<file path="config.mk">
export PLATFORM = sky130hd
export DESIGN_NAME = base64_encoder_line_wrap_top
export DESIGN_NICKNAME = d
export VERILOG_FILES = /design/src/design/b64lw_pkg.sv /design/src/design/base64_encoder_line_wrap_top.sv /design/src/design/b64lw_front.sv /design/src/design/b64lw_fifo.sv /design/src/design/b64lw_back.sv
export VERILOG_INCLUDE_DIRS = /design/src /design/src/design
export SDC_FILE = /design/constraint.sdc
export NUM_CORES = 1
export LEC_CHECK = 0
export BUFFER_PORTS_ARGS = -buffer_cell sky130_fd_sc_hd__buf_2
export CORE_ASPECT_RATIO = 1.2
export CORE_MARGIN = 10
export CORE_UTILIZATION = 45
export CTS_CLUSTER_SIZE = 30
export DETAILED_ROUTE_END_ITERATION = 8
export SLEW_MARGIN = 15
export SYNTH_ARGS = -nofsm -noshare
export SYNTH_HDL_FRONTEND = slang
export SYNTH_HIERARCHICAL = 1
export SYNTH_SLANG_ARGS = --single-unit
export TNS_END_PERCENT = 30
</file>
<file path="constraint.sdc">
create_clock -name clk_i -period 6.7 [get_ports clk_i]
set_clock_uncertainty 0.15 [all_clocks]
set_input_delay 1.675 -clock clk_i [delete_from_list [all_inputs] [get_ports clk_i]]
set_output_delay 1.675 -clock clk_i [all_outputs]
set_load 0.02 [all_outputs]
</file>
<file path="src/design/base64_encoder_line_wrap_top_defines.svh">
// Assertion macros shared by the base64 line-wrap encoder modules.
`ifndef BASE64_ENCODER_LINE_WRAP_TOP_DEFINES_SVH
`define BASE64_ENCODER_LINE_WRAP_TOP_DEFINES_SVH

`ifndef SYNTHESIS
`define B64LW_ASSERT(lbl, prop) \
  lbl: assert property (@(posedge clk_i) disable iff (!rst_ni) prop) \
    else $error("b64lw assertion failed");
`define B64LW_ASSERT_NEXT(lbl, ante, cons) \
  lbl: assert property (@(posedge clk_i) disable iff (!rst_ni) (ante) |=> (cons)) \
    else $error("b64lw assertion failed");
`else
`define B64LW_ASSERT(lbl, prop)
`define B64LW_ASSERT_NEXT(lbl, ante, cons)
`endif

`endif

</file>
<file path="src/design/b64lw_pkg.sv">
// Types, constants and alphabet lookup for the base64 line-wrap encoder.
`default_nettype none

package b64lw_pkg;

  localparam logic [7:0] PadChar     = 8'd61;
  localparam logic [7:0] NewlineChar = 8'd10;

  localparam logic [2:0] PosLastQuad = 3'd3;
  localparam logic [2:0] PosNewline  = 3'd4;

  typedef struct packed {
    logic [7:0] data_byte;
    logic       last_byte;
  } in_item_t;

  typedef struct packed {
    logic [7:0] out_char;
    logic       last_char;
  } out_item_t;

  // One group as queued between front and back
  typedef struct packed {
    logic [23:0] group;
    logic [1:0]  used;
    logic        nl;
  } grp_t;

  function automatic logic [7:0] b64_char(input logic [5:0] v);
    logic [7:0] c;
    priority if (v < 6'd26) begin
      c = 8'd65 + {2'b00, v};
    end else if (v < 6'd52) begin
      c = 8'd97 + {2'b00, v} - 8'd26;
    end else if (v < 6'd62) begin
      c = 8'd48 + {2'b00, v} - 8'd52;
    end else if (v == 6'd62) begin
      c = 8'd43;
    end else begin
      c = 8'd47;
    end
    return c;
  endfunction

endpackage

`default_nettype wire

</file>
<file path="src/design/base64_encoder_line_wrap_top.sv">
// Top level of the base64 encoder with optional line wrapping.
`default_nettype none

// Base64 encoder, standard alphabet, one message byte per input beat with a
// flag on the final byte. Every third byte, or the final byte, queues one
// group; the back end then sends its four characters ('=' for padding) and a
// newline where the line fills or, with wrapping on, after a padded final
// group. One character leaves per cycle while the output is not stalled, so
// a group gives four output characters, or five with its newline, and the
// single output character register sets this rate. Bytes are taken every
// cycle while the QueueDepth-entry group queue has room. A group's last
// byte writes it into the queue, and its first character is then registered
// in the output character register. quads_per_line is written through
// cfg_we_i/cfg_wdata_i; zero turns wrapping off.
module base64_encoder_line_wrap_top import b64lw_pkg::*; #(
  parameter int unsigned QueueDepth = 4
) (
  input  wire logic        clk_i,
  input  wire logic        rst_ni,
  input  wire logic        cfg_we_i,
  input  wire logic [15:0] cfg_wdata_i,
  input  wire logic        in_valid_i,
  output logic             in_stall_o,
  input  wire in_item_t    in_item_i,
  output logic             out_valid_o,
  input  wire logic        out_stall_i,
  output out_item_t        out_item_o
);

  logic push, full, pop, empty;
  grp_t push_data, head;

  b64lw_front u_front (
    .clk_i       (clk_i),
    .rst_ni      (rst_ni),
    .cfg_we_i    (cfg_we_i),
    .cfg_wdata_i (cfg_wdata_i),
    .in_valid_i  (in_valid_i),
    .in_stall_o  (in_stall_o),
    .in_item_i   (in_item_i),
    .q_full_i    (full),
    .push_o      (push),
    .push_data_o (push_data)
  );

  b64lw_fifo #(
    .Depth (QueueDepth)
  ) u_fifo (
    .clk_i       (clk_i),
    .rst_ni      (rst_ni),
    .push_i      (push),
    .push_data_i (push_data),
    .full_o      (full),
    .pop_i       (pop),
    .empty_o     (empty),
    .head_o      (head)
  );

  b64lw_back u_back (
    .clk_i       (clk_i),
    .rst_ni      (rst_ni),
    .q_empty_i   (empty),
    .head_i      (head),
    .pop_o       (pop),
    .out_valid_o (out_valid_o),
    .out_stall_i (out_stall_i),
    .out_item_o  (out_item_o)
  );

endmodule

`default_nettype wire

</file>
<file path="src/design/b64lw_front.sv">
// Front end: gathers bytes into groups, tracks the line count, queues groups.
`default_nettype none
`include "base64_encoder_line_wrap_top_defines.svh"

module b64lw_front import b64lw_pkg::*; (
  input  wire logic     clk_i,
  input  wire logic     rst_ni,
  input  wire logic     cfg_we_i,
  input  wire logic [15:0] cfg_wdata_i,
  input  wire logic     in_valid_i,
  output logic          in_stall_o,
  input  wire in_item_t in_item_i,
  input  wire logic     q_full_i,
  output logic          push_o,
  output grp_t          push_data_o
);

  logic [15:0] qpl_q, qpl_d;
  logic [15:0] held_bytes_q, held_bytes_d;
  logic [1:0]  held_count_q, held_count_d;
  logic [15:0] qc_q, qc_d;
  logic        accept;
  logic        complete;
  logic        line_full;
  logic [1:0]  have;

  assign in_stall_o = q_full_i;
  assign accept     = in_valid_i & ~q_full_i;
  assign have       = held_count_q + 2'd1;
  assign complete   = (held_count_q == 2'd2);
  assign line_full  = ({1'b0, qc_q} + 17'd1) >= {1'b0, qpl_q};

  always_comb begin
    qpl_d        = cfg_we_i ? cfg_wdata_i : qpl_q;
    held_bytes_d = held_bytes_q;
    held_count_d = held_count_q;
    qc_d         = qc_q;
    push_o       = accept & (complete | in_item_i.last_byte);
    push_data_o  = '0;

    if (complete) begin
      push_data_o.group = {held_bytes_q, in_item_i.data_byte};
      push_data_o.used  = 2'd3;
      push_data_o.nl    = (qpl_q != 16'd0) & line_full;
    end else if (have == 2'd1) begin
      push_data_o.group = {in_item_i.data_byte, 16'd0};
      push_data_o.used  = have;
      push_data_o.nl    = (qpl_q != 16'd0);
    end else begin
      push_data_o.group = {held_bytes_q[7:0], in_item_i.data_byte, 8'd0};
      push_data_o.used  = have;
      push_data_o.nl    = (qpl_q != 16'd0);
    end

    if (accept) begin
      if (push_o) begin
        held_bytes_d = '0;
        held_count_d = '0;
      end else begin
        held_bytes_d = {held_bytes_q[7:0], in_item_i.data_byte};
        held_count_d = have;
      end
      if (in_item_i.last_byte) begin
        qc_d = '0;
      end else if (complete && (qpl_q != 16'd0)) begin
        qc_d = line_full ? 16'd0 : qc_q + 16'd1;
      end
    end
  end

  always_ff @(posedge clk_i or negedge rst_ni) begin
    if (!rst_ni) begin
      qpl_q        <= '0;
      held_bytes_q <= '0;
      held_count_q <= '0;
      qc_q         <= '0;
    end else begin
      qpl_q        <= qpl_d;
      held_bytes_q <= held_bytes_d;
      held_count_q <= held_count_d;
      qc_q         <= qc_d;
    end
  end

  `B64LW_ASSERT(a_held_count_range, held_count_q != 2'd3)
  `B64LW_ASSERT_NEXT(a_last_clears, accept && in_item_i.last_byte,
                     qc_q == 16'd0 && held_count_q == 2'd0)

endmodule

`default_nettype wire

</file>
<file path="src/design/b64lw_fifo.sv">
// Short group queue between the front and back ends.
`default_nettype none
`include "base64_encoder_line_wrap_top_defines.svh"

module b64lw_fifo import b64lw_pkg::*; #(
  parameter int unsigned Depth = 4
) (
  input  wire logic clk_i,
  input  wire logic rst_ni,
  input  wire logic push_i,
  input  wire grp_t push_data_i,
  output logic      full_o,
  input  wire logic pop_i,
  output logic      empty_o,
  output grp_t      head_o
);

  localparam int unsigned PtrW = (Depth > 1) ? $clog2(Depth) : 1;
  localparam int unsigned CntW = $clog2(Depth + 1);

  grp_t            mem_q [Depth];
  logic [PtrW-1:0] wr_ptr_q, rd_ptr_q;
  logic [CntW-1:0] count_q;

  assign full_o  = (count_q == CntW'(Depth));
  assign empty_o = (count_q == '0);
  assign head_o  = mem_q[rd_ptr_q];

  always_ff @(posedge clk_i) begin
    if (push_i) begin
      mem_q[wr_ptr_q] <= push_data_i;
    end
  end

  always_ff @(posedge clk_i or negedge rst_ni) begin
    if (!rst_ni) begin
      wr_ptr_q <= '0;
      rd_ptr_q <= '0;
      count_q  <= '0;
    end else begin
      if (push_i) begin
        wr_ptr_q <= (wr_ptr_q == PtrW'(Depth - 1)) ? '0 : wr_ptr_q + PtrW'(1);
      end
      if (pop_i) begin
        rd_ptr_q <= (rd_ptr_q == PtrW'(Depth - 1)) ? '0 : rd_ptr_q + PtrW'(1);
      end
      unique case ({push_i, pop_i})
        2'b10:   count_q <= count_q + CntW'(1);
        2'b01:   count_q <= count_q - CntW'(1);
        default: count_q <= count_q;
      endcase
    end
  end

  `B64LW_ASSERT(a_no_overflow, push_i |-> !full_o)
  `B64LW_ASSERT(a_no_underflow, pop_i |-> !empty_o)
  `B64LW_ASSERT(a_count_bound, count_q <= CntW'(Depth))

endmodule

`default_nettype wire

</file>
<file path="src/design/b64lw_back.sv">
// Back end: emits the characters of each queued group, one per cycle while the output is not stalled.
`default_nettype none
`include "base64_encoder_line_wrap_top_defines.svh"

module b64lw_back import b64lw_pkg::*; (
  input  wire logic clk_i,
  input  wire logic rst_ni,
  input  wire logic q_empty_i,
  input  wire grp_t head_i,
  output logic      pop_o,
  output logic      out_valid_o,
  input  wire logic out_stall_i,
  output out_item_t out_item_o
);

  logic [2:0] pos_q, pos_d;
  logic       out_valid_q, out_valid_d;
  out_item_t  out_q, out_d;
  logic       load;
  logic [5:0] sextet;
  logic [2:0] final_pos;

  assign load      = ~out_valid_q | ~out_stall_i;
  assign final_pos = head_i.nl ? PosNewline : PosLastQuad;

  always_comb begin
    unique case (pos_q[1:0])
      2'd0:    sextet = head_i.group[23:18];
      2'd1:    sextet = head_i.group[17:12];
      2'd2:    sextet = head_i.group[11:6];
      default: sextet = head_i.group[5:0];
    endcase
  end

  always_comb begin
    pos_d       = pos_q;
    out_valid_d = out_valid_q;
    out_d       = out_q;
    pop_o       = 1'b0;
    if (load) begin
      if (!q_empty_i) begin
        out_valid_d = 1'b1;
        priority if (pos_q == PosNewline) begin
          out_d.out_char = NewlineChar;
        end else if (pos_q[1:0] > head_i.used) begin
          out_d.out_char = PadChar;
        end else begin
          out_d.out_char = b64_char(sextet);
        end
        out_d.last_char = (pos_q == final_pos);
        if (pos_q == final_pos) begin
          pop_o = 1'b1;
          pos_d = '0;
        end else begin
          pos_d = pos_q + 3'd1;
        end
      end else begin
        out_valid_d = 1'b0;
      end
    end
  end

  always_ff @(posedge clk_i or negedge rst_ni) begin
    if (!rst_ni) begin
      pos_q       <= '0;
      out_valid_q <= 1'b0;
    end else begin
      pos_q       <= pos_d;
      out_valid_q <= out_valid_d;
    end
  end

  always_ff @(posedge clk_i) begin
    out_q <= out_d;
  end

  assign out_valid_o = out_valid_q;
  assign out_item_o  = out_q;

  `B64LW_ASSERT(a_pos_range, pos_q <= PosNewline)
  `B64LW_ASSERT(a_last_rewinds, (out_valid_q && out_q.last_char) |-> pos_q == 3'd0)

endmodule

`default_nettype wire
</file>
==> Word level (Yosys, flattened, before mapping) <==
Memories as Yosys holds them, arrays and structs flattened.
Index checks and enable logic that the tools add are counted.
{ "totals": {"out_inout_bits": 11, "memories": 1, "ramBits": 108, "register_bits": 70, "elab_cells": 85} }
{ "op_classes": {"addsub": 13, "magnitude_cmp": 5, "n_eq_ne": 12, "n_reduce_logical": 9, "n_mux": 24, "n_bitwise": 9} }
{ "mem_list": {"columns": ["memory", "words", "word_bits", "read_ports", "rd_clocked_by_memory_dff", "write_ports", "line", "text"], "rows": [
  ["u_fifo.mem_q", 4, 27, 1, 0, 1, "b64lw_fifo.sv:21", "grp_t mem_q [Depth];"]
]} }
{ "op_table": {"columns": ["cell", "n"], "rows": [
  ["$mux W16", 4],
  ["$mux W27", 2],
  ["$mux W8", 3],
  ["$pmux W6 S3", 1],
  ["$add A16 B1 Y17 const B", 1],
  ["$ge A17 B16 Y1", 1],
  ["$add A16 B1 Y16 const B", 1],
  ["$add A7 B6 Y8 const A", 2],
  ["$reduce_bool A16 Y1", 1],
  ["$lt A6 B6 Y1 const B", 2],
  ["$eq A2 B2 Y1 const B", 5],
  ["$mux W3", 3],
  ["$sub A8 B5 Y8 const B", 1],
  ["$sub A8 B6 Y8 const B", 1],
  ["$add A6 B6 Y7 const A", 1],
  ["$add A2 B1 Y2 const B", 3],
  ["$add A3 B1 Y3 const B", 2],
  ["$eq A2 B1 Y1 const B", 3],
  ["$eq A3 B3 Y1 const B", 2],
  ["$eq A6 B6 Y1 const B", 1],
  ["$lt A6 B5 Y1 const B", 1],
  ["$mux W1", 6],
  ["$mux W2", 3],
  ["$mux W6", 1],
  ["other kinds (13)", 21]
]} }

==> Longest topological paths before layout <==
Gate-level depths: netlist of run 1.
{ "depth": {"depth_word": 8, "mapped_depth": 14} }

==> Hierarchy <==
Netlist of run 1, hierarchy kept.
{ "modules_own_cells": {"columns": ["module", "area_each_um2", "n_inst", "cells_each"], "rows": [
  ["b64lw_fifo", 4324.1, 1, 179],
  ["b64lw_front", 3113.0, 1, 336],
  ["b64lw_back", 1182.4, 1, 131]
]} }

==> Least setup slack after synthesis of run 1 <==
No wires, ideal clock.
{ "synth_path": {"path_kind": "input to register", "from": "input out_stall_i", "to": "register u_fifo.count_q[2]", "setup_ns": 0.079, "slack_ns": 2.776, "cell_stages": 8, "t_arrival_ns": 3.695, "path_buffers": 0, "path_cell_list": "a21oi_1 > nor2b_1 > ha_1 > inv_1 > fa_1 > xor2_1 > nor2_1 > xor2_1"} }
{ "synth_between": {"elab_chain_len": 5, "elab_cells_between_ends": 7} }
{ "synth_lines": {"columns": ["item", "line", "text"], "rows": [
  ["start, declared", "base64_encoder_line_wrap_top.sv:26", "input wire logic out_stall_i,"],
  ["$not A1 Y1 (*)", "b64lw_back.sv:23", "assign load = ~out_valid_q | ~out_stall_i;"],
  ["$or A1 B1 Y1 (*)", "b64lw_back.sv:23", null],
  ["$mux W1 (*)", "b64lw_back.sv:40", "if (load) begin"],
  ["named net pop", "base64_encoder_line_wrap_top.sv:30", "logic push, full, pop, empty;"],
  ["$eq A2 B1 Y1 or $eq A2 B2 Y1 (tied branches)", "b64lw_fifo.sv:47", "unique case ({push_i, pop_i})"],
  ["$pmux W3 S2 or $reduce_bool A2 Y1 (tied branches)", null, null],
  ["end signal, assigned", "b64lw_fifo.sv:48", "2'b10: count_q <= count_q + CntW'(1);"],
  ["end signal, assigned", "b64lw_fifo.sv:49", "2'b01: count_q <= count_q - CntW'(1);"],
  ["end signal, assigned", "b64lw_fifo.sv:50", "default: count_q <= count_q;"],
  ["end, declared", "b64lw_fifo.sv:23", "logic [CntW-1:0] count_q;"]
]} }
The timed path passes the listed nets; every way through them passes the cells marked *.
A chain may end at the register's enable or synchronous reset.

==> flow_summary.ini, run 1 <==
[global_routing]
grt-ovfl-total = 0
antenna_found_initial = 0
met1_track_demand_over_resource_pct = 18.9
largest_net_degree_at_the_start_of_global_routing = 62
global_route.peak_usage_layer = met2
grt_pass1_vias = 5417
met2_usage_pct = 23.1
grt_pass1_wl_um = 28800
grt_use_met3_pct = 3.21
global_route.usage.total_pct = 14.5

[cts]
clk_latency_ns = 0.43
postCtsSetupRepairBufs = 0
clock_tree.htree_level_count = 4
cts-resized-gates = 0
clock_tree_from_tritoncts = yes
buffer_levels_on_the_longest_clock_path = 2
numCtsBuffers = 17
cts_hold_repair.buffers = 0
cts-root-buf = sky130_fd_sc_hd__clkbuf_16
clock-sinks = 178
clkTransAtPathRegs_ns = 0.07

[logic_synthesis]
synth_largest_area_cell = sky130_fd_sc_hd__edfxtp_1
syn_nets = 711
synth.distinct_cells = 73
post_synth_most_frequent_cells = sky130_fd_sc_hd__edfxtp_1 (117), sky130_fd_sc_hd__dfrtp_1 (61), sky130_fd_sc_hd__nand2_1 (60), sky130_fd_sc_hd__o21ai_0 (42), sky130_fd_sc_hd__inv_1 (37)
synth.yosys.warnings = 6
ys_dominant_reg_cell = sky130_fd_sc_hd__edfxtp_1
number_of_enable_flip_flop_cells_after_synthesis = 117
synthesized_area_divided_by_synthesized_cell_count_sq_um = 13.3
most_frequently_used_cell_type_in_the_post_synthesis_netlist = sky130_fd_sc_hd__edfxtp_1
synth-seq-cells = 178
ys_top_cells_by_area = sky130_fd_sc_hd__edfxtp_1 (41%), sky130_fd_sc_hd__dfrtp_1 (18%), sky130_fd_sc_hd__mux4_2 (6.8%)
syn-cell-area_sq_mm = 0.00862
async_flop_share_pct = 34.3
syn_inst_count = 646
synth_top_area_share_pct = 40.8
synth_sequential_area_ratio_pct = 58.5

[layout]
finish.utilization_pct = 50.7
fillerInstances = 1664
layout-area-overhead-vs-synth_pct = 10.9
nets = 748
multiInputGateArea_sq_mm = 0.00322
drive_above_1_share_pct = 20.3
antenna_cells_inserted = 0
layout.cells.non_filler = 951
final-seq-area_sq_mm = 0.00504

[timing]
number_of_max_slew_violations_in_the_final_report = 0
finalHoldViolations = 0
max_slew.worst_pin.slew_ns = 1.07
worst_slew_margin_rel_pct = 28.5
max_freq_ghz = 0.246
holdWs_ns = 0.347
rsz0062_at_grt = no
period_minus_slack_ns = 4.07
min_period_over_period_pct = 60.8
report.final.setup_viol = 0
setup-tns-final_ns = 0

[worst_setup_path]
cp.depth = 9
path_max_fanout = 17
critical_path.cell_chain = buf_4 > mux4_2 > a222oi_1 > mux2i_2 > ha_1 > o211ai_1 > o41ai_4 > o41ai_1 > a21oi_1
slowest_stage = sky130_fd_sc_hd__dfrtp_2
worst-path-buf-inv = 1
timing.critical_path.to_type = flop
worst-setup-path-type = flop to flop
cp_top_family = compound AO/OA/AOI/OAI gates
critPathArrivalTime_ns = 4.08
slowest_delay_ns = 0.68
category_of_the_worst_setup_path_launch_point = flop
worst-endpoint-required_ns = 6.71
reg2regPathDepth = 9

[placement]
post-place-cells = 920
gpl.final_weighted_congestion = 0.820
dpl.hpwl_um = 12100
port_buffers = 40

[floorplanning]
num_io_pins = 41
start_util_pct = 45.7
coreArea_sq_mm = 0.0189
die_height_um = 172
die_width_um = 146
fp.dieArea_sq_mm = 0.0251
row_count = 55

[drt]
route.detailed.vias_per_inst = 5.60
post_drt_wl_per_cell_um = 18.5
detailedRoute.firstIterationViolations = 456
drc_errors = 0
via_count = 5321
drt.antenna.violating_nets = 0
first_pass_iters = 5
postRouteWirelength_um = 17600

[pwr]
powerDensity_mw_per_mm2 = 442
power.ir.vdd_worst_mv = 0.194
total_leakage_power_nw = 3.80

[min_path]
worst_hold_path.num_cells = 1
worstHoldPathType = flop to flop

[outcome]
run_status = complete, no violations

[flow_run]
maxCapViolCount = 0
-- cell type report --
type | count | share of cell area [%]
timing repair buffer | 49 | 2.80
multi-input combinational | 398 | 33.7
clock inverter | 13 | 1.32
inverter | 39 | 1.56
sequential | 178 | 52.7
tap | 256 | 3.35
clock buffer | 18 | 4.49
-- power breakdown --
part / internal (mW) / leakage [nW] / switching (mW)
combinational: 0.656 / 1.66 / 1.03
sequential: 1.49 / 1.87 / 0.108
clock: 0.516 / 0.267 / 0.423
total: 2.66 / 3.80 / 1.56
-- layout by cell type (no fill, tap or decap), drive strengths merged, types with 14 or more instances in the layout --
cell type  instances
a21oi             17
a22o              25
and2              14
buf               49
clkbuf            18
dfrtp             61
edfxtp           117
ha                34
inv               44
mux2i             14
mux4              27
nand2             60
nand3             15
nor2              26
o21ai             48
-- logic make-up after synthesis --
| family | Yosys count | share of synthesized area, % |
|---|---|---|
| compound gates | 131 | 10.7 |
| xor+xnor | 16 | 1.63 |
| fa+ha+maj | 35 | 5.17 |
| buf+inv | 70 | 4.14 |
| flops | 178 | 58.5 |
| mux | 47 | 9.70 |
| other cells | 1 | 0.0435 |
| simple gates | 168 | 10.1 |
-- registers in the layout (all words and copies together) (netlist names) --
register and cells:
u_fifo/mem_q 108, u_front/held_bytes_q 16, u_front/qc_q 16, u_front/qpl_q 16, u_back/out_item_o 9, u_back/pos_q 3, u_fifo/count_q 3, u_fifo/rd_ptr_q 2
u_fifo/wr_ptr_q 2, u_front/held_count_q 2, u_back/out_valid_o 1
-- per-layer routing --
layer  share of wire (%)  wire length, um  vias up
met5                   0                0        -
met4                 1.9              327        0
met3                 5.1              899       23
met2                  48             8400      151
met1                  45             7990     2656
li1                    -                -     2491
-- through the flow --
stage          power, mW  instance area, sq um  setup slack (ns)
6_report            4.23                  9560              2.63
5_1_grt             4.50                  9560              2.27
4_1_cts             4.25                  9560              2.62
3_5_place_dp        3.30                  9000              2.63
3_3_place_gp        3.24                  9000              2.75
2_1_floorplan       2.90                  8620              2.78
-- worst paths after layout --
kind	startpoint	endpoint	slack (ns)
setup / recovery	u_fifo/rd_ptr_q[0]$_DFFE_PN0P_	u_back/out_item_o[3]$_SDFFCE_PP0P_	2.63
hold / removal	u_fifo/count_q[2]$_DFFE_PN0P_	u_fifo/count_q[2]$_DFFE_PN0P_	0.35
setup reg to reg	u_fifo/rd_ptr_q[0]$_DFFE_PN0P_	u_back/out_item_o[3]$_SDFFCE_PP0P_	2.63
hold reg to reg	u_fifo/count_q[2]$_DFFE_PN0P_	u_fifo/count_q[2]$_DFFE_PN0P_	0.35
max in group asynchronous	rst_ni	u_fifo/rd_ptr_q[0]$_DFFE_PN0P_	4.59
min in group asynchronous	rst_ni	u_front/qpl_q[12]$_DFFE_PN0P_	1.27
(Power assumes the default switching activity.)
==> run 2, diff against run 1 <==
Clock period 6.7 ns to 4.05 ns, I/O delays scaled along.
==> run 2 against run 1 <==
Largest cell class unchanged. Combinational power grew 70%. Via count shrank 1.4%. Critical path depth grew 3. Clock power grew 59%. Final area grew 0.47%. Sequential cell count is the same. Hold slack gained 0.0010 ns. Register-to-register slack lost 2.1 ns. Critical endpoint is now u_front/qc_q[0]$_DFFE_PN0P_. Non-clock buffer count grew 5. Global-route usage is essentially flat. Fmax grew 15%.
==> flow_summary.ini, run 2 (synthesized netlist as in run 1, its figures left out) <==
[floorplanning]
start_util_pct = 45.7
die_height_um = 172
row_count = 55
coreArea_sq_mm = 0.0189
die_width_um = 146
num_io_pins = 41
fp.dieArea_sq_mm = 0.0251

[drt]
route.detailed.vias_per_inst = 5.48
drt.antenna.violating_nets = 0
post_drt_wl_per_cell_um = 18.3
first_pass_iters = 5
drc_errors = 0
via_count = 5244
detailedRoute.firstIterationViolations = 389
postRouteWirelength_um = 17500

[cts]
clk_latency_ns = 0.43
clock-sinks = 178
clkTransAtPathRegs_ns = 0.06
postCtsSetupRepairBufs = 0
buffer_levels_on_the_longest_clock_path = 2
cts_hold_repair.buffers = 0
cts-resized-gates = 0
clock_tree.htree_level_count = 4
clock_tree_from_tritoncts = yes
cts-root-buf = sky130_fd_sc_hd__clkbuf_16
numCtsBuffers = 17

[global_routing]
grt_pass1_wl_um = 28800
grt_pass1_vias = 5447
grt-ovfl-total = 0
largest_net_degree_at_the_start_of_global_routing = 47
global_route.usage.total_pct = 14.5
antenna_found_initial = 0

[timing]
max_slew.worst_pin.slew_ns = 0.733
period_minus_slack_ns = 3.55
number_of_max_slew_violations_in_the_final_report = 0
report.final.setup_viol = 0
rsz0062_at_grt = no
max_freq_ghz = 0.282
setup-tns-final_ns = 0
finalHoldViolations = 0
min_period_over_period_pct = 87.6
worst_slew_margin_rel_pct = 51.1

[layout]
nets = 753
layout-area-overhead-vs-synth_pct = 11.4
largest_register_ffs = 108
drive_above_1_share_pct = 20.8
final_cell_mix = sky130_fd_sc_hd__edfxtp_1 (117), sky130_fd_sc_hd__nand2_1 (60), sky130_fd_sc_hd__dfrtp_1 (60)
fillerInstances = 1664
leading_cell_type_in_the_layout_fill_and_taps_excluded = sky130_fd_sc_hd__edfxtp_1
antenna_cells_inserted = 0
registers.top_by_ff_count = u_fifo/mem_q
layout.cells.non_filler = 957

[worst_setup_path]
slowest_delay_ns = 0.55
cp_top_family = simple AND/OR/NAND/NOR gates
rr_endpoint = u_front/qc_q[0]$_DFFE_PN0P_
worst-path-buf-inv = 0
timing.critical_path.to_type = flop
reg2regPathDepth = 12
path_max_fanout = 12
worst-endpoint-required_ns = 4.27
critPathArrivalTime_ns = 3.76
r2r_slack_ns = 0.50
category_of_the_worst_setup_path_launch_point = flop
slowest_stage = sky130_fd_sc_hd__nor2_2
worst-setup-path-type = flop to flop
worstSetupStartpoint = u_front/qc_q[0]$_DFFE_PN0P_
critical_path.cell_chain = ha_1 > nand3_4 > or2_1 > nor2_1 > xor2_1 > ha_1 > a21oi_1 > o211ai_1 > nor2_1 > nand3_2 > nor2_2 > mux2_2
r2r_start = u_front/qc_q[0]$_DFFE_PN0P_

[pwr]
power.ir.vdd_worst_mv = 0.328
fin_total_pwr_mw = 6.99
total_leakage_power_nw = 3.82
powerDensity_mw_per_mm2 = 728

[min_path]
timing.hold.worst_endpoint = u_back/out_valid_o$_DFFE_PN0N_
worstHoldPathType = flop to flop
hold_path.startpoint = u_back/out_valid_o$_DFFE_PN0N_
worst_hold_path.num_cells = 2

[placement]
port_buffers = 40
dpl.hpwl_um = 12200
gpl.final_weighted_congestion = 0.780
post-place-cells = 925

[outcome]
run_status = complete, no violations

[flow_run]
maxCapViolCount = 0
run 2: layout make-up:
type	instances	area (sq um)	share of cell area (%)
timing repair buffer	54	333	3.47
tap	256	320	3.34
multi-input combinational	398	3220	33.6
inverter	39	149	1.55
sequential	178	5040	52.5
clock buffer	19	433	4.51
clock inverter	13	103	1.07
run 2: stage by stage:
stage	hold slack, ns	setup slack [ns]	cell area, sq um	util [%]
2_1_floorplan	0.306	0.735	8620	-
3_3_place_gp	0.325	0.682	9060	48.1
3_5_place_dp	0.342	0.532	9060	48.1
4_1_cts	0.357	0.511	9600	50.9
5_1_grt	0.382	0.179	9600	50.9
6_report	0.348	0.500	9600	50.9
run 2: worst max-delay path by stage:
| stage | to | cells after the start |
|---|---|---|
| floorplan | u_back/out_item_o[3]$_SDFFCE_PP0P_ | 11 |
| global route | u_front/qc_q[12]$_DFFE_PN0P_ | 12 |
| CTS | u_front/qc_q[0]$_DFFE_PN0P_ | 12 |
| detailed placement | u_front/qc_q[11]$_DFFE_PN0P_ | 12 |
| finish | u_front/qc_q[0]$_DFFE_PN0P_ | 12 |
| global placement | u_front/qc_q[0]$_DFFE_PN0P_ | 12 |
run 2: power by group:
group	internal, mW	total [mW]	switching (mW)
Combinational	1.15	2.87	1.72
Clock	0.795	1.49	0.694
Sequential	2.47	2.63	0.164
Total	4.41	6.99	2.58
run 2: per-layer routing:
layer | vias to the layer above | share of wire (%) | wire (um) | global-route usage [%]
li1 | 2511 | - | - | -
met1 | 2575 | 46 | 8000 | 18.6
met2 | 139 | 48 | 8370 | 23.3
met3 | 19 | 4.8 | 834 | 3.26
met4 | 0 | 1.6 | 286 | 5.62
met5 | - | 0 | 0 | 0
run 2: tightest hold or removal path, delay by kind of cell (launching register included):
kind          cells  cell delay, ns
flops             1            0.36
simple gates      2            0.11
==> run 3, diff against run 2 <==
Settings changed: RECOVER_POWER from default to 25.
==> run 3 against run 2 <==
The flow now finishes with violations (max-capacitance violations, max-slew violations). Wire length fell by 0.26%. Sequential share of layout area up 0.068 points. Critical path depth did not move. Power barely moved. Cell count unchanged. First-iteration DRC count shrank 1.3%. Hold slack improved by 0.0023 ns. Highest routed layer unchanged.
==> flow_summary.ini, run 3 (synthesized netlist as in run 1, its figures left out) <==
[worst_setup_path]
r2r_start = u_front/qc_q[0]$_DFFE_PN0P_
path_max_fanout = 12
slowest_stage = sky130_fd_sc_hd__nor2_2
worst-path-buf-inv = 0
critPathArrivalTime_ns = 3.76
category_of_the_worst_setup_path_launch_point = flop
worstSetupStartpoint = u_front/qc_q[0]$_DFFE_PN0P_
reg2regPathDepth = 12
worst-endpoint-required_ns = 4.27
slowest_delay_ns = 0.55
r2r_slack_ns = 0.51
cp.depth = 12
rr_endpoint = u_front/qc_q[0]$_DFFE_PN0P_
cp_top_family = simple AND/OR/NAND/NOR gates
critical_path.cell_chain = ha_1 > nand3_4 > or2_1 > nor2_1 > xor2_1 > ha_1 > a21oi_1 > o211ai_1 > nor2_1 > nand3_2 > nor2_2 > mux2_2
timing.critical_path.to_type = flop
worst-setup-path-type = flop to flop
crit_path_end = u_front/qc_q[0]$_DFFE_PN0P_

[placement]
port_buffers = 40
dpl.hpwl_um = 12200
post-place-cells = 925
gpl.final_weighted_congestion = 0.780
detailedPlace.worstSlack_ns = 0.532
dpl-instance-area_sq_mm = 0.00906

[layout]
leading_cell_type_in_the_layout_fill_and_taps_excluded = sky130_fd_sc_hd__edfxtp_1
fillerInstances = 1664
largest_register_ffs = 108
layout.cells.non_filler = 957
nets = 753
layout-area-overhead-vs-synth_pct = 11.2
fin_area_sq_mm = 0.00959
antenna_cells_inserted = 0
registers.top_by_ff_count = u_fifo/mem_q
final_cell_mix = sky130_fd_sc_hd__edfxtp_1 (117), sky130_fd_sc_hd__nand2_1 (60), sky130_fd_sc_hd__dfrtp_1 (60)
drive_above_1_share_pct = 20.3

[drt]
route.detailed.vias_per_inst = 5.48
detailroute.wirelength.met3_um = 847
via_count = 5244
route.met2.wl_um = 8340
postRouteWirelength_um = 17400
met1_length_um = 7960
post_drt_wl_per_cell_um = 18.2
drt.antenna.violating_nets = 0
detailedRoute.firstIterationViolations = 384
first_pass_iters = 5
drc_errors = 0
dr.max_layer_used = met4

[cts]
clock-sinks = 178
cts-resized-gates = 0
cts-root-buf = sky130_fd_sc_hd__clkbuf_16
clk_latency_ns = 0.43
postCtsSetupRepairBufs = 0
numCtsBuffers = 17
cts_hold_repair.buffers = 0
clkTransAtPathRegs_ns = 0.06
buffer_levels_on_the_longest_clock_path = 2
clock_tree_from_tritoncts = yes
clock_tree.htree_level_count = 4

[timing]
setup_ws_ns = 0.510
period_minus_slack_ns = 3.54
max_freq_ghz = 0.282
worst_slew_margin_rel_pct = -75.3
report.final.setup_viol = 0
rsz0062_at_grt = no
max_slew.worst_pin.slew_ns = 2.63
finalHoldViolations = 0
number_of_max_slew_violations_in_the_final_report = 47
setup-tns-final_ns = 0
min_period_over_period_pct = 87.4

[floorplanning]
start_util_pct = 45.7
row_count = 55
die_width_um = 146
coreArea_sq_mm = 0.0189
fp.dieArea_sq_mm = 0.0251
die_height_um = 172
num_io_pins = 41

[flow_run]
maxCapViolCount = 1

[global_routing]
grt-ovfl-total = 0
grt_pass1_vias = 5447
largest_net_degree_at_the_start_of_global_routing = 47
global_route.usage.total_pct = 14.5
grt_pass1_wl_um = 28800
antenna_found_initial = 0

[pwr]
total_leakage_power_nw = 3.81
powerDensity_mw_per_mm2 = 728
fin_total_pwr_mw = 6.98
power.ir.vdd_worst_mv = 0.328

[outcome]
run_status = complete, but fails checks
violations = max-capacitance violations, max-slew violations

[min_path]
worstHoldPathType = flop to flop
worst_hold_path.num_cells = 2
run 3: cell count changes in the layout (fill, tap and decap cells not counted):
cell | previous run | this run
sky130_fd_sc_hd__buf_4 | 13 | 10
sky130_fd_sc_hd__buf_2 | 39 | 37
sky130_fd_sc_hd__clkbuf_1 | 2 | 6
sky130_fd_sc_hd__clkbuf_2 | 0 | 1
run 3: worst min-delay path: cells and delay by family, from the launching register on:
kind / cells / cell delay, ns
and+or+nand+nor: 2 / 0.11
DFF: 1 / 0.36
run 3: worst min path at each step:
| stage | to | startpoint |
|---|---|---|
| final | u_back/out_valid_o$_DFFE_PN0N_ | u_back/out_valid_o$_DFFE_PN0N_ |
| after global routing | u_front/held_bytes_q[11]$_DFFE_PN0P_ | u_front/held_bytes_q[11]$_DFFE_PN0P_ |
| after CTS | u_back/out_valid_o$_DFFE_PN0N_ | u_back/out_valid_o$_DFFE_PN0N_ |
| after detailed placement | u_back/out_valid_o$_DFFE_PN0N_ | u_back/out_valid_o$_DFFE_PN0N_ |
| after global placement | u_fifo/count_q[2]$_DFFE_PN0P_ | u_fifo/count_q[2]$_DFFE_PN0P_ |
| after floorplan | u_back/out_valid_o$_DFFE_PN0N_ | u_fifo/count_q[1]$_DFFE_PN0P_ |
run 3: metal layers:
| layer | up-vias | GRT usage (%) |
|---|---|---|
| met5 | - | 0 |
| met4 | 0 | 5.62 |
| met3 | 19 | 3.26 |
| met2 | 143 | 23.3 |
| met1 | 2569 | 18.6 |
| li1 | 2513 | - |
run 3: where the power goes:
part,internal (mW),switching [mW]
registers,2.47,0.164
clock network,0.795,0.693
logic,1.14,1.72
run 3: layout make-up:
class / instances / area, sq um / area share (%)
Sequential cell: 178 / 5040 / 52.6
Multi-Input combinational cell: 398 / 3220 / 33.6
Clock buffer: 19 / 433 / 4.51
Timing Repair Buffer: 54 / 320 / 3.34
Tap cell: 256 / 320 / 3.34
Inverter: 39 / 149 / 1.55
Clock inverter: 13 / 103 / 1.07
run 3: metrics by stage:
| stage | utilization, % | hold slack (ns) |
|---|---|---|
| 2_1_floorplan | - | 0.306 |
| 3_3_place_gp | 48.1 | 0.325 |
| 3_5_place_dp | 48.1 | 0.342 |
| 4_1_cts | 50.9 | 0.357 |
| 5_1_grt | 50.9 | 0.382 |
| 6_report | 50.9 | 0.350 |
